--- config.mk ---
export PLATFORM = sky130hd
export DESIGN_NAME = fcw_walker
export DESIGN_NICKNAME = d
export VERILOG_FILES = /design/src/rtl/fcw_pkg.sv /design/src/rtl/fcw_link_unit.sv /design/src/rtl/fcw_walker.sv
export SDC_FILE = /design/constraint.sdc
export NUM_CORES = 1
export LEC_CHECK = 0
export BUFFER_PORTS_ARGS = -buffer_cell sky130_fd_sc_hd__buf_2
export CAP_MARGIN = 25
export CORE_MARGIN = 2
export CORE_UTILIZATION = 35
export CTS_BUF_LIST = sky130_fd_sc_hd__clkbuf_8
export CTS_CLUSTER_DIAMETER = 50
export DETAILED_ROUTE_END_ITERATION = 8
export PLACE_DENSITY = 0.65
export SLEW_MARGIN = 5
export SYNTH_ARGS = -nofsm -noshare
export SYNTH_HDL_FRONTEND = slang
export SYNTH_HIERARCHICAL = 1
export SYNTH_SLANG_ARGS = --single-unit
--- constraint.sdc ---
create_clock -name clk_i -period 4.6 [get_ports clk_i]
set_input_delay 0.46 -clock clk_i [delete_from_list [all_inputs] [get_ports clk_i]]
set_output_delay 0.46 -clock clk_i [all_outputs]
set_load 0.02 [all_outputs]
--- src/rtl/fcw_pkg.sv ---
package fcw_pkg;

  // Size of the FAT byte store; the byte index wraps modulo this (power of two).
  localparam int unsigned FAT_BYTES = 8192;
  localparam int unsigned FAT_AW    = $clog2(FAT_BYTES);
  // Width of the byte index before wrapping: (c / 2) * 3 + 2 fits in 14 bits.
  localparam int unsigned IDX_W     = (FAT_AW > 13) ? FAT_AW + 1 : 14;

  // Field widths.
  localparam int unsigned CLUSTER_W = 12;
  localparam int unsigned HOP_W     = 12;
  localparam int unsigned SECTOR_W  = 17;
  localparam int unsigned LIMIT_W   = 14;
  localparam int unsigned DSTART_W  = 16;
  localparam int unsigned CFG_W     = 16;

  // Request codes.
  localparam logic CMD_WRITE = 1'b0;
  localparam logic CMD_WALK  = 1'b1;

  // Register indexes.
  localparam logic REG_FAT_BYTE_COUNT = 1'b0;
  localparam logic REG_DATA_START     = 1'b1;

  // Result status codes.
  localparam logic [1:0] STATUS_OK      = 2'd0;
  localparam logic [1:0] STATUS_ENDED   = 2'd1;
  localparam logic [1:0] STATUS_INVALID = 2'd2;

  // Entries at or above this mark end a chain.
  localparam logic [CLUSTER_W-1:0] END_MARK = 12'hFF0;

  // Reset values of the configuration.
  localparam logic [LIMIT_W-1:0]  LIMIT_RESET  = 14'd3072;  // 4608 * 2 / 3
  localparam logic [DSTART_W-1:0] DSTART_RESET = 16'd33;

  // floor(2 * n / 3) for a 14-bit byte count, by a reciprocal multiply.
  // 43691 / 2^16 is 2/3 plus a tiny excess that never reaches the next integer here.
  localparam logic [15:0] TWO_THIRDS_RECIP = 16'd43691;

  // Outputs of the shared link unit.
  typedef struct packed {
    logic                 invalid;
    logic [FAT_AW-1:0]    addr_lo;
    logic [FAT_AW-1:0]    addr_hi;
    logic [CLUSTER_W-1:0] entry;
    logic                 ends;
  } link_t;

  // One finished result from the walker.
  typedef struct packed {
    logic [1:0]           status;
    logic [SECTOR_W-1:0]  sector;
    logic [CLUSTER_W-1:0] cluster;
  } result_t;

endpackage

--- src/rtl/fcw_link_unit.sv ---
module fcw_link_unit
  import fcw_pkg::*;
(
  input  logic [CLUSTER_W-1:0] cluster_i,
  input  logic [LIMIT_W-1:0]   limit_i,
  input  logic [7:0]           lo_byte_i,
  input  logic [7:0]           hi_byte_i,
  output link_t                link_o
);

  logic [10:0]      half;
  logic [IDX_W-1:0] idx_lo;
  logic [IDX_W-1:0] idx_hi;

  // Byte index of the packed entry: (c / 2) * 3 plus one for an odd cluster.
  assign half   = cluster_i[CLUSTER_W-1:1];
  assign idx_lo = IDX_W'({half, 1'b0}) + IDX_W'(half) + IDX_W'(cluster_i[0]);
  assign idx_hi = idx_lo + IDX_W'(1);

  assign link_o.addr_lo = idx_lo[FAT_AW-1:0];
  assign link_o.addr_hi = idx_hi[FAT_AW-1:0];

  // A cluster below 2 or at or above the limit has no entry.
  assign link_o.invalid = (cluster_i < CLUSTER_W'(2)) ||
                          ({2'b00, cluster_i} >= limit_i);

  // Even clusters take the low byte and the next low nibble; odd ones the
  // high nibble and the whole next byte.
  assign link_o.entry = cluster_i[0] ? {hi_byte_i, lo_byte_i[7:4]} :
                                       {hi_byte_i[3:0], lo_byte_i};

  assign link_o.ends = (link_o.entry == '0) || (link_o.entry >= END_MARK);

endmodule

--- src/rtl/fcw_walker.sv ---
module fcw_walker
  import fcw_pkg::*;
(
  input  logic                 clk_i,
  input  logic                 rst_ni,
  input  logic                 start_i,
  input  logic                 command_i,
  input  logic [CLUSTER_W-1:0] first_cluster_i,
  input  logic [HOP_W-1:0]     hop_count_i,
  input  logic [LIMIT_W-1:0]   limit_i,
  input  logic [DSTART_W-1:0]  data_start_i,
  input  logic [7:0]           rd_data_i,
  output logic [FAT_AW-1:0]    rd_addr_o,
  output logic                 busy_o,
  output logic                 res_valid_o,
  output result_t              res_o,
  input  logic                 res_take_i
);

  typedef enum logic [4:0] {
    ST_IDLE  = 5'b00001,
    ST_CHECK = 5'b00010,
    ST_HI    = 5'b00100,
    ST_ENT   = 5'b01000,
    ST_FIN   = 5'b10000
  } state_e;

  state_e               state_q, state_d;
  logic [CLUSTER_W-1:0] cur_q, cur_d;
  logic [HOP_W-1:0]     hops_q, hops_d;
  logic [7:0]           lo_q, lo_d;
  logic                 wr_q, wr_d;
  logic                 early_q, early_d;
  link_t                link;

  // Shared address, range check and entry decode.
  fcw_link_unit u_link (
    .cluster_i (cur_q),
    .limit_i   (limit_i),
    .lo_byte_i (lo_q),
    .hi_byte_i (rd_data_i),
    .link_o    (link)
  );

  // The low byte is addressed in the check state, the high byte in the high-byte state.
  assign rd_addr_o = (state_q == ST_HI) ? link.addr_hi : link.addr_lo;
  assign busy_o    = (state_q != ST_IDLE);

  // Sequencer: check, high-byte and entry states for each link, then a finish state that holds the result until taken.
  always_comb begin
    state_d = state_q;
    cur_d   = cur_q;
    hops_d  = hops_q;
    lo_d    = lo_q;
    wr_d    = wr_q;
    early_d = early_q;
    unique case (state_q)
      ST_IDLE: begin
        if (start_i) begin
          cur_d   = first_cluster_i;
          hops_d  = hop_count_i;
          wr_d    = (command_i == CMD_WRITE);
          early_d = 1'b0;
          if (command_i == CMD_WRITE || hop_count_i == '0) begin
            state_d = ST_FIN;
          end else begin
            state_d = ST_CHECK;
          end
        end
      end
      ST_CHECK: begin
        if (link.invalid) begin
          cur_d   = '0;
          early_d = 1'b1;
          state_d = ST_FIN;
        end else begin
          state_d = ST_HI;
        end
      end
      ST_HI: begin
        lo_d    = rd_data_i;
        state_d = ST_ENT;
      end
      ST_ENT: begin
        cur_d  = link.entry;
        hops_d = hops_q - HOP_W'(1);
        if (link.ends) begin
          early_d = 1'b1;
          state_d = ST_FIN;
        end else if (hops_q == HOP_W'(1)) begin
          state_d = ST_FIN;
        end else begin
          state_d = ST_CHECK;
        end
      end
      ST_FIN: begin
        if (res_take_i) begin
          state_d = ST_IDLE;
        end
      end
      default: begin
        state_d = ST_IDLE;
      end
    endcase
  end

  // Result of the finished request.
  always_comb begin
    res_o.status  = STATUS_OK;
    res_o.sector  = '0;
    res_o.cluster = '0;
    if (!wr_q) begin
      res_o.cluster = cur_q;
      if (early_q) begin
        res_o.status = STATUS_ENDED;
      end else if (link.invalid) begin
        res_o.status = STATUS_INVALID;
      end else begin
        res_o.sector = SECTOR_W'(data_start_i) + SECTOR_W'(cur_q) - SECTOR_W'(2);
      end
    end
  end

  assign res_valid_o = (state_q == ST_FIN);

  always_ff @(posedge clk_i or negedge rst_ni) begin
    if (!rst_ni) begin
      state_q <= ST_IDLE;
      wr_q    <= 1'b0;
      early_q <= 1'b0;
    end else begin
      state_q <= state_d;
      wr_q    <= wr_d;
      early_q <= early_d;
    end
  end

  always_ff @(posedge clk_i) begin
    cur_q  <= cur_d;
    hops_q <= hops_d;
    lo_q   <= lo_d;
  end

  // The entry is decoded only right after both byte reads.
  assert property (@(posedge clk_i) disable iff (!rst_ni)
    state_q == ST_ENT |-> $past(state_q) == ST_HI)
    else $error("entry decoded without a preceding high byte read");

  // A link is only fetched while links remain.
  assert property (@(posedge clk_i) disable iff (!rst_ni)
    state_q == ST_CHECK |-> hops_q != '0)
    else $error("link fetch with no links left");

  // An early end always holds a zero or an end mark.
  assert property (@(posedge clk_i) disable iff (!rst_ni)
    (state_q == ST_FIN && early_q && !wr_q) |-> (cur_q == '0 || cur_q >= END_MARK))
    else $error("early end on an ordinary cluster");

endmodule

==> parameters.txt, run 1 <==
Parameter                              Value

Worst setup path
  Data arrival, critical path ... approximately 3.5 ns
  Max Fanout on Critical Path ... 6
  Delay of the slowest cell on the worst path ... 0.51 ns
  Worst r2r path cells ... 12
  Slowest cell on the critical path ... sky130_fd_sc_hd__edfxtp_1
  Critical setup path kind ... reg -> out
  Worst path required time ... 4.14 ns
  Cell Chain, Critical Path ... ha_1, fa_1, a21oi_1, nor2_1, or3_1, a221oi_2, xor2_1, nor4_1, xnor2_1, nand2_1, nand2_1, buf_2
  Flop-to-flop setup slack ... 1.64 ns
  Kind of end point of the critical path ... primary output
  Startpoint of the lowest-slack register-to-register path ... cur_q[0]$_DFFE_PP_
  Cell with the most instances on the worst path ... sky130_fd_sc_hd__nand2_1
  Endpoint of the lowest-slack register-to-register path ... cur_q[11]$_DFFE_PP_
  Worst setup SP type ... flip-flop

Global routing
  Gr ovfl total ... 0
  Global-route wire length before repair ... approximately 20 mm
  Number of global-route vias before repair ... between 4k and 5k
  All-Layer GR Usage ... between 10% and 20%
  Antenna violations before repair ... 2
  Largest net degree at the start of global routing ... 24

Drt
  Avg WL per Cell ... 14.1 um
  ANT nets after route ... 0
  Number of iterations in the first detailed-routing pass ... 5
  Number of DRC markers in iteration 0 ... approximately 220
  Post-route DRC ... 0
  Wire length after detailed routing ... approximately 13 mm
  Vias per cell ... a little over 5
  Total number of vias ... approximately 4.5k

Power and ir drop
  Sw Pwr ... between 0.002 and 0.0025 W
  Static leakage ... between 2 and 3 nW
  Share of total power consumed by net switching ... about 54%
  Part of the power in the clock network ... approximately 7.5%
  Internal power component ... 0.00174 W
  Power per cell area ... roughly 670 nW/um^2
  Sequential fraction of design power ... 17.0%
  Gate power share ... 75.6%
  Worst vdd ir ... 0.000288 V

STA
  Setup violation total in the final timing report ... 0
  Tmin final ... roughly 4 ns
  Final hold violation count ... 0
  Worst hold slack ... about 0.35 ns
  Worst Tran Pin Value ... 0.764 ns
  Post-route clock skew ... approximately 0.018 ns
  RSZ-0062 raised after global routing ... no
  Max_slew headroom ... around half
  Max-slew violation count ... 0
  Share of the clock period used by the worst path ... approximately 86%
  Maximum frequency from static timing analysis ... about 0.25 GHz
  Summed negative setup slack over all endpoints ... 0 ns

Logic synthesis
  Register area share after synthesis ... about 23%
  Most used DFF post-synth ... sky130_fd_sc_hd__edfxtp_1
  Mapped Nets ... 742
  Number of cells produced by synthesis ... between 600 and 700
  Number of storage elements in the synthesis netlist ... 39
  Number of enable flip-flop cells after synthesis ... 32
  Average cell area after synthesis ... 8.01 sq um
  Yosys warns ... 6
  Mapped Area ... just under 5000 sq um
  Share of flip-flops with an asynchronous set or reset ... ~18%
  Number of library cell types mapped by synthesis ... 73

Placement
  Count of buffers from port buffering ... 112
  Dpl hpwl ... about 10 mm
  GP Congestion ... 0.879

Floorplan
  Die area ... roughly 15000 sq um
  Effective utilization at floorplan ... a little over a third
  Floorplan core area ... about 14000 sq um
  Die Y ... 122 um
  DIE WIDTH ... ~120 um
  IO Count ... roughly 110
  Number of rows in the core area ... 43

Clock tree
  CTS root buf ... sky130_fd_sc_hd__clkbuf_8
  CTS clk-pin slew, worst paths ... around 0.09 ns
  CTS Sinks ... 39
  CTS HTree Levels ... 2
  Count of instances resized after the clock tree is built ... 0
  CTS Buf Count ... 5
  TritonCTS clock tree ... built
  CTS Buffer Depth ... 2
  Clock latency of the later-clocked register in the worst-skew pair ... around 0.30 ns

Outcome
  Result of the run ... finished, final reports clean

Min path
  Number of cells traversed by the worst hold path ... 1
  Endpoint, Worst Hold ... lo_q[4]$_DFFE_PP_
  Tightest Hold Check Type ... in -> reg
  Hold path startpoint ... rd_data_i[4]

Final layout
  Number of nets in the layout ... 846
  Area grow syn2layout ... 16.6%
  Fillers ... about 1.4k
  Ratio of cells with drive above 1 in the final layout ... around a fifth

Flow run
  Number of max-cap violations ... 0
-- final cells by class --
| type | count | area [sq um] | share of cell area, % |
|---|---|---|---|
| repair buffers | 116 | 593 | 10.4 |
| flip-flops and latches | 39 | 1140 | 19.9 |
| inverters | 100 | 375 | 6.58 |
| clock buffers | 5 | 68.8 | 1.21 |
| well taps | 180 | 225 | 3.95 |
| diodes | 1 | 2.50 | 0.0439 |
| clock inverters | 3 | 41.3 | 0.724 |
| multi-input cells | 453 | 3260 | 57.2 |
-- per-layer routing --
layer  GRT usage (%)  wire length, um  up-vias
met1            23.1             5900     2051
met5               0                7        -
met4            2.51               95        2
met2            29.1             5940      111
li1                -                -     2341
met3            3.02              741       10
-- through the flow --
step / util [%] / std cells / total power [W] / setup slack (ns) / area [sq um]
final: 41.4 / 897 / 0.00382 / 0.632 / 5710
after global placement: 40.5 / 886 / 0.00350 / 1.01 / 5580
after floorplan: - / 611 / 0.00281 / 0.449 / 4890
after global routing: 41.4 / 896 / 0.00419 / 0.425 / 5700
after CTS: 41.4 / 895 / 0.00383 / 0.609 / 5700
after detailed placement: 40.5 / 886 / 0.00353 / 0.956 / 5580
-- cell families after synthesis --
kind of cell    after synthesis  synth area share [%]
fa+ha+maj                    64                  16.7
xor+xnor                     25                  4.48
simple gates                217                  22.6
compound gates              127                  18.8
mux                          20                  4.17
flops                        39                  23.2
buf+inv                     119                  10.1
-- power groups by stage --
stage                     logic (W)  registers, W  clock network [W]
after floorplan             0.00222      0.000592                  0
after global placement      0.00284      0.000658                  0
after detailed placement    0.00287      0.000663                  0
after CTS                   0.00289      0.000655           0.000293
after global routing        0.00320      0.000674           0.000313
final                       0.00289      0.000649           0.000285
-- cell usage in the layout (no fill, tap or decap), types with 2 or more instances in the layout --
cell type,count
sky130_fd_sc_hd__and3_1,6
sky130_fd_sc_hd__buf_4,3
sky130_fd_sc_hd__nor3_2,2
sky130_fd_sc_hd__xor2_1,15
sky130_fd_sc_hd__nor2_1,44
sky130_fd_sc_hd__o31a_1,3
sky130_fd_sc_hd__nor3_1,15
sky130_fd_sc_hd__xnor2_1,10
sky130_fd_sc_hd__clkbuf_8,5
sky130_fd_sc_hd__fa_1,2
sky130_fd_sc_hd__buf_2,112
sky130_fd_sc_hd__nand2_1,78
sky130_fd_sc_hd__a21o_1,11
sky130_fd_sc_hd__nand3_1,19
sky130_fd_sc_hd__a21oi_1,19
sky130_fd_sc_hd__nand4_1,9
sky130_fd_sc_hd__ha_1,62
sky130_fd_sc_hd__nor2b_1,7
sky130_fd_sc_hd__nor3b_1,2
sky130_fd_sc_hd__o21ai_0,28
sky130_fd_sc_hd__nand3_2,2
sky130_fd_sc_hd__nor4_1,8
sky130_fd_sc_hd__o21bai_1,3
sky130_fd_sc_hd__o31ai_1,4
sky130_fd_sc_hd__or3_1,3
sky130_fd_sc_hd__nand2b_1,4
sky130_fd_sc_hd__inv_1,101
sky130_fd_sc_hd__dfrtp_1,6
sky130_fd_sc_hd__o211ai_1,3
sky130_fd_sc_hd__edfxtp_1,32
sky130_fd_sc_hd__o21a_1,15
sky130_fd_sc_hd__and2_1,2
sky130_fd_sc_hd__a211oi_1,11
sky130_fd_sc_hd__a22o_1,12
sky130_fd_sc_hd__mux2_2,3
sky130_fd_sc_hd__mux2i_1,17
-- how the worst max path moves through the flow --
stage                                  start  depth (start not counted)       endpoint
after floorplan           cur_q[0]$_DFFE_PP_                         14      res_o[22]
after global placement            limit_i[0]                         12      res_o[22]
after global routing      cur_q[1]$_DFFE_PP_                         12  rd_addr_o[11]
final                     cur_q[1]$_DFFE_PP_                         12  rd_addr_o[11]
after detailed placement          limit_i[0]                         12      res_o[19]
after CTS                 cur_q[1]$_DFFE_PP_                         12  rd_addr_o[11]
-- Yosys cell counts (6+ instances only) --
master                       n  area share, %
sky130_fd_sc_hd__mux2i_1    17            3.5
sky130_fd_sc_hd__o21a_1     15            2.3
sky130_fd_sc_hd__xor2_1     15            2.7
sky130_fd_sc_hd__a21o_1     11            1.7
sky130_fd_sc_hd__o21ai_0    28            2.9
sky130_fd_sc_hd__nor2b_1     7           0.90
sky130_fd_sc_hd__a211oi_1   11            1.7
sky130_fd_sc_hd__clkbuf_1   10           0.77
sky130_fd_sc_hd__a22o_1     12            2.1
sky130_fd_sc_hd__dfrtp_1     6            3.1
sky130_fd_sc_hd__ha_1       62             16
sky130_fd_sc_hd__nand4_1     9            1.2
sky130_fd_sc_hd__inv_1     100            7.7
sky130_fd_sc_hd__nand2_1    78            6.0
sky130_fd_sc_hd__xnor2_1    10            1.8
sky130_fd_sc_hd__nor2_1     44            3.4
sky130_fd_sc_hd__nor3_1     15            1.5
sky130_fd_sc_hd__edfxtp_1   32             20
sky130_fd_sc_hd__and3_1      6           0.77
sky130_fd_sc_hd__a21oi_1    19            1.9
sky130_fd_sc_hd__nand3_1    19            1.9
sky130_fd_sc_hd__nor4_1      8            1.0
-- sequential cells by signal (all words and copies together), names as in the netlist --
| name | cells |
|---|---|
| cur_q | 12 |
| hops_q | 12 |
| lo_q | 8 |
| state_q | 5 |
| early_q | 1 |
| wr_q | 1 |
-- worst max-delay path: cells and delay by family (launching register included) --
| kind | cells | cell delay (ns) |
|---|---|---|
| AOI/OAI and AO/OA | 2 | 0.52 |
| xor gates and xnor gates | 2 | 0.35 |
| adders and majority gates | 2 | 0.74 |
| buffers and inverters | 1 | 0.16 |
| DFF | 1 | 0.51 |
| and+or+nand+nor | 5 | 0.93 |
-- what timing repair did --
item / 4_1_cts / 5_1_grt
hold buffers: 1 / 0
buffers inserted: 0 / 0
hold endpoints to repair: 6 / 0
Power figures use the tool's default switching activity.
==> run 2, diff against run 1 <==
Settings changed: ABC_AREA set to 1, PLACE_DENSITY 0.65 to 0.64.
==> run 2 against run 1 <==
  * Hold slack got worse by 0.0074 ns
  * Critical path depth did not move
  * Maximum frequency rose by 0.23%
  * Count of clock-buffer cells in the layout did not move
  * Final cell count rose by 30%
  * Die area rose by 9.0%
  * Register-to-register slack improved by 0.49 ns
  * Area after synthesis rose by 9.3%
  * Critical endpoint is now res_o[20]
  * Highest routed layer is now met4
==> parameters.txt, run 2 <==
Parameter                              Value

Final layout
  Commonest non-fill, non-tap cells in the layout ... 298 x sky130_fd_sc_hd__nand2_1, 168 x sky130_fd_sc_hd__inv_1, 112 x sky130_fd_sc_hd__buf_2, 81 x sky130_fd_sc_hd__nor2_1, 62 x sky130_fd_sc_hd__ha_1
  Most common cell after layout, fill and taps aside ... sky130_fd_sc_hd__nand2_1
  Ratio of cells with drive above 1 in the final layout ... 18.0% (-2.2 points)
  Area grow syn2layout ... 15.4%
  Leading registers by flop count ... cur_q: 12 flops, hops_q: 12 flops, lo_q: 8 flops
  Diode count ... 0 (-1)
  Number of nets in the layout ... 1106 (+31%)

STA
  Maximum frequency from static timing analysis ... 0.253 GHz (+0.23%)
  Summed negative setup slack over all endpoints ... 0 ns (unchanged)
  RSZ-0062 raised after global routing ... no
  Final hold violation count ... 0 (unchanged)
  Max_slew headroom ... 41.1% (-7.8 points)
  Max-slew violation count ... 0 (unchanged)
  Tmin final ... 3.96 ns (-0.00918 ns)
  Share of the clock period used by the worst path ... 86.1% (-0.20 points)
  Worst Tran Pin Value ... 0.878 ns (+0.114 ns)
  Setup violation total in the final timing report ... 0 (unchanged)
  Post-route clock skew ... 0.0112 ns (-0.00642 ns)

Logic synthesis
  Cell accounting for the most synthesized area ... sky130_fd_sc_hd__nand2_1
  Average cell area after synthesis ... 6.18 sq um (-23%)
  Top cell types by occurrence after synthesis ... 298 x sky130_fd_sc_hd__nand2_1, 168 x sky130_fd_sc_hd__inv_1, 81 x sky130_fd_sc_hd__nor2_1, 62 x sky130_fd_sc_hd__ha_1, 57 x sky130_fd_sc_hd__nand3_1
  Synth area leaders ... sky130_fd_sc_hd__nand2_1 21%, sky130_fd_sc_hd__edfxtp_1 18%, sky130_fd_sc_hd__ha_1 15%
  Area share of the largest cell type after synthesis ... 20.9% (+1.3 points)
  Number of enable flip-flop cells after synthesis ... 32 (unchanged)
  Register area share after synthesis ... 21.3% (-2.0 points)
  Mapped Nets ... 997 (+34%)
  Most used DFF post-synth ... sky130_fd_sc_hd__edfxtp_1
  Number of storage elements in the synthesis netlist ... 39 (unchanged)
  Mapped Area ... 5350 sq um (+9.3%)
  Number of library cell types mapped by synthesis ... 42 (-42%)
  Yosys warns ... 6 (unchanged)
  Share of flip-flops with an asynchronous set or reset ... 17.9% (unchanged)
  Number of cells produced by synthesis ... 866 (+42%)
  Most instantiated library cell after synthesis ... sky130_fd_sc_hd__nand2_1

Floorplan
  Die area ... 16300 sq um (+9.0%)
  Number of rows in the core area ... 45 (+4.7%)
  DIE WIDTH ... 128 um (+4.4%)
  IO Count ... 113 (unchanged)
  Effective utilization at floorplan ... 35.4% (-0.072 points)
  Die Y ... 128 um (+4.4%)
  Floorplan core area ... 15100 sq um (+9.6%)

Worst setup path
  Worst setup SP type ... flip-flop
  Slowest cell on the critical path ... sky130_fd_sc_hd__nor3_2
  Sum of buffers and inverters on the critical path ... 3 (+2)
  Cell family contributing the most delay on the critical path ... simple AND/OR/NAND/NOR gates
  Delay of the slowest cell on the worst path ... 0.82 ns (+0.31 ns)
  Worst r2r path cells ... 10 (-2)
  Endpoint of the lowest-slack register-to-register path ... cur_q[7]$_DFFE_PP_
  Startpoint of the lowest-slack register-to-register path ... cur_q[0]$_DFFE_PP_
  Flop-to-flop setup slack ... 2.13 ns (+0.49 ns)
  Critical setup path kind ... reg -> out
  Kind of end point of the critical path ... primary output
  Max Fanout on Critical Path ... 13 (+7)
  Worst path required time ... 4.14 ns (about the same)
  Cell Chain, Critical Path ... inv_1, ha_1, nor2_1, o2111ai_1, nand3_1, nand3_1, nand4_1, nor3_2, inv_1, a21oi_1, o21a_1, buf_2
  Data arrival, critical path ... 3.50 ns (about the same)

Clock tree
  CTS Buf Count ... 5 (unchanged)
  TritonCTS clock tree ... built
  Count of instances resized after the clock tree is built ... 0 (unchanged)
  CTS HTree Levels ... 2 (unchanged)
  CTS root buf ... sky130_fd_sc_hd__clkbuf_8
  Clock latency of the later-clocked register in the worst-skew pair ... 0.30 ns (about the same)
  CTS Sinks ... 39 (unchanged)
  CTS clk-pin slew, worst paths ... 0.09 ns (about the same)
  CTS Buffer Depth ... 2 (unchanged)

Placement
  Count of buffers from port buffering ... 112 (unchanged)
  Dpl hpwl ... 11.3 mm (+8.6%)
  GP Congestion ... 0.850 (-3.3%)

Global routing
  Antenna violations before repair ... 0 (-2)
  Global-route wire length before repair ... 22.4 mm (+9.5%)
  Number of global-route vias before repair ... 4863 (+15%)
  All-Layer GR Usage ... 16.7% (-0.35 points)
  Gr ovfl total ... 0 (unchanged)
  Largest net degree at the start of global routing ... 32 (+33%)

Min path
  Endpoint, Worst Hold ... lo_q[4]$_DFFE_PP_
  Number of cells traversed by the worst hold path ... 1 (unchanged)
  Hold path startpoint ... rd_data_i[4]
  Tightest Hold Check Type ... in -> reg

Drt
  Vias per cell ... 4.56 (-9.3%)
  Post-route DRC ... 0 (unchanged)
  Number of DRC markers in iteration 0 ... 297 (+36%)
  Total number of vias ... 5313 (+18%)
  Wire length after detailed routing ... 13.4 mm (+6.0%)
  Number of iterations in the first detailed-routing pass ... 5 (unchanged)
  Avg WL per Cell ... 11.5 um (-18%)
  ANT nets after route ... 0 (unchanged)

Flow run
  Number of max-cap violations ... 0 (unchanged)

Outcome
  Result of the run ... finished, final reports clean
run 2: area by class of cell:
type                            instances  area, sq um
Clock inverter                          3         20.0
Clock buffer                            5         68.8
Timing Repair Buffer                  115          586
Sequential cell                        39         1140
Fill cell                            1640         8920
Tap cell                              188          235
Inverter                              178          668
Multi-Input combinational cell        636         3460
run 2: stage by stage:
step	std cells	hold WS, ns	setup WS [ns]	util, %	cell area, sq um
2_1_floorplan	866	0.164	1.65	-	5350
3_3_place_gp	1154	0.304	1.02	40.2	6070
3_5_place_dp	1154	0.305	0.931	40.2	6070
4_1_cts	1163	0.339	0.624	40.9	6160
5_1_grt	1164	0.341	0.288	40.9	6170
6_report	1164	0.345	0.641	40.9	6170
run 2: timing repair:
action	4_1_cts	5_1_grt
setup buffers	0	0
hold buffers	1	0
endpoints found under the hold margin	6	0
run 2: cells by family (layout without fill, tap and decap cells):
logic type      after synthesis  count (layout)  synth area share [%]
simple gates                506             506                  41.9
buf+inv                     191             301                  14.1
fa+ha+maj                    64              64                  15.3
compound gates               53              53                  5.36
flops                        39              39                  21.3
xor+xnor                     13              13                  2.13
run 2: how the worst max path moves through the flow:
stage,start,to,cells past startpoint
after detailed placement,limit_i[3],res_o[20],14
after global routing,cur_q[0]$_DFFE_PP_,res_o[20],12
after global placement,limit_i[1],res_o[20],14
final,cur_q[0]$_DFFE_PP_,res_o[20],12
after floorplan,cur_q[0]$_DFFE_PP_,res_o[21],11
after CTS,cur_q[0]$_DFFE_PP_,res_o[20],12
run 2: metal layers:
metal	vias to the layer above	track usage, %	share of wire, %
li1	2912	-	-
met1	2277	23.6	49
met2	120	28.4	46
met3	4	1.63	4.8
met4	0	2.26	0.39
met5	-	0	0
Power of run 2 is not shown: default switching activity piles up to over one toggle a cycle in this logic, so the estimate is an artifact.
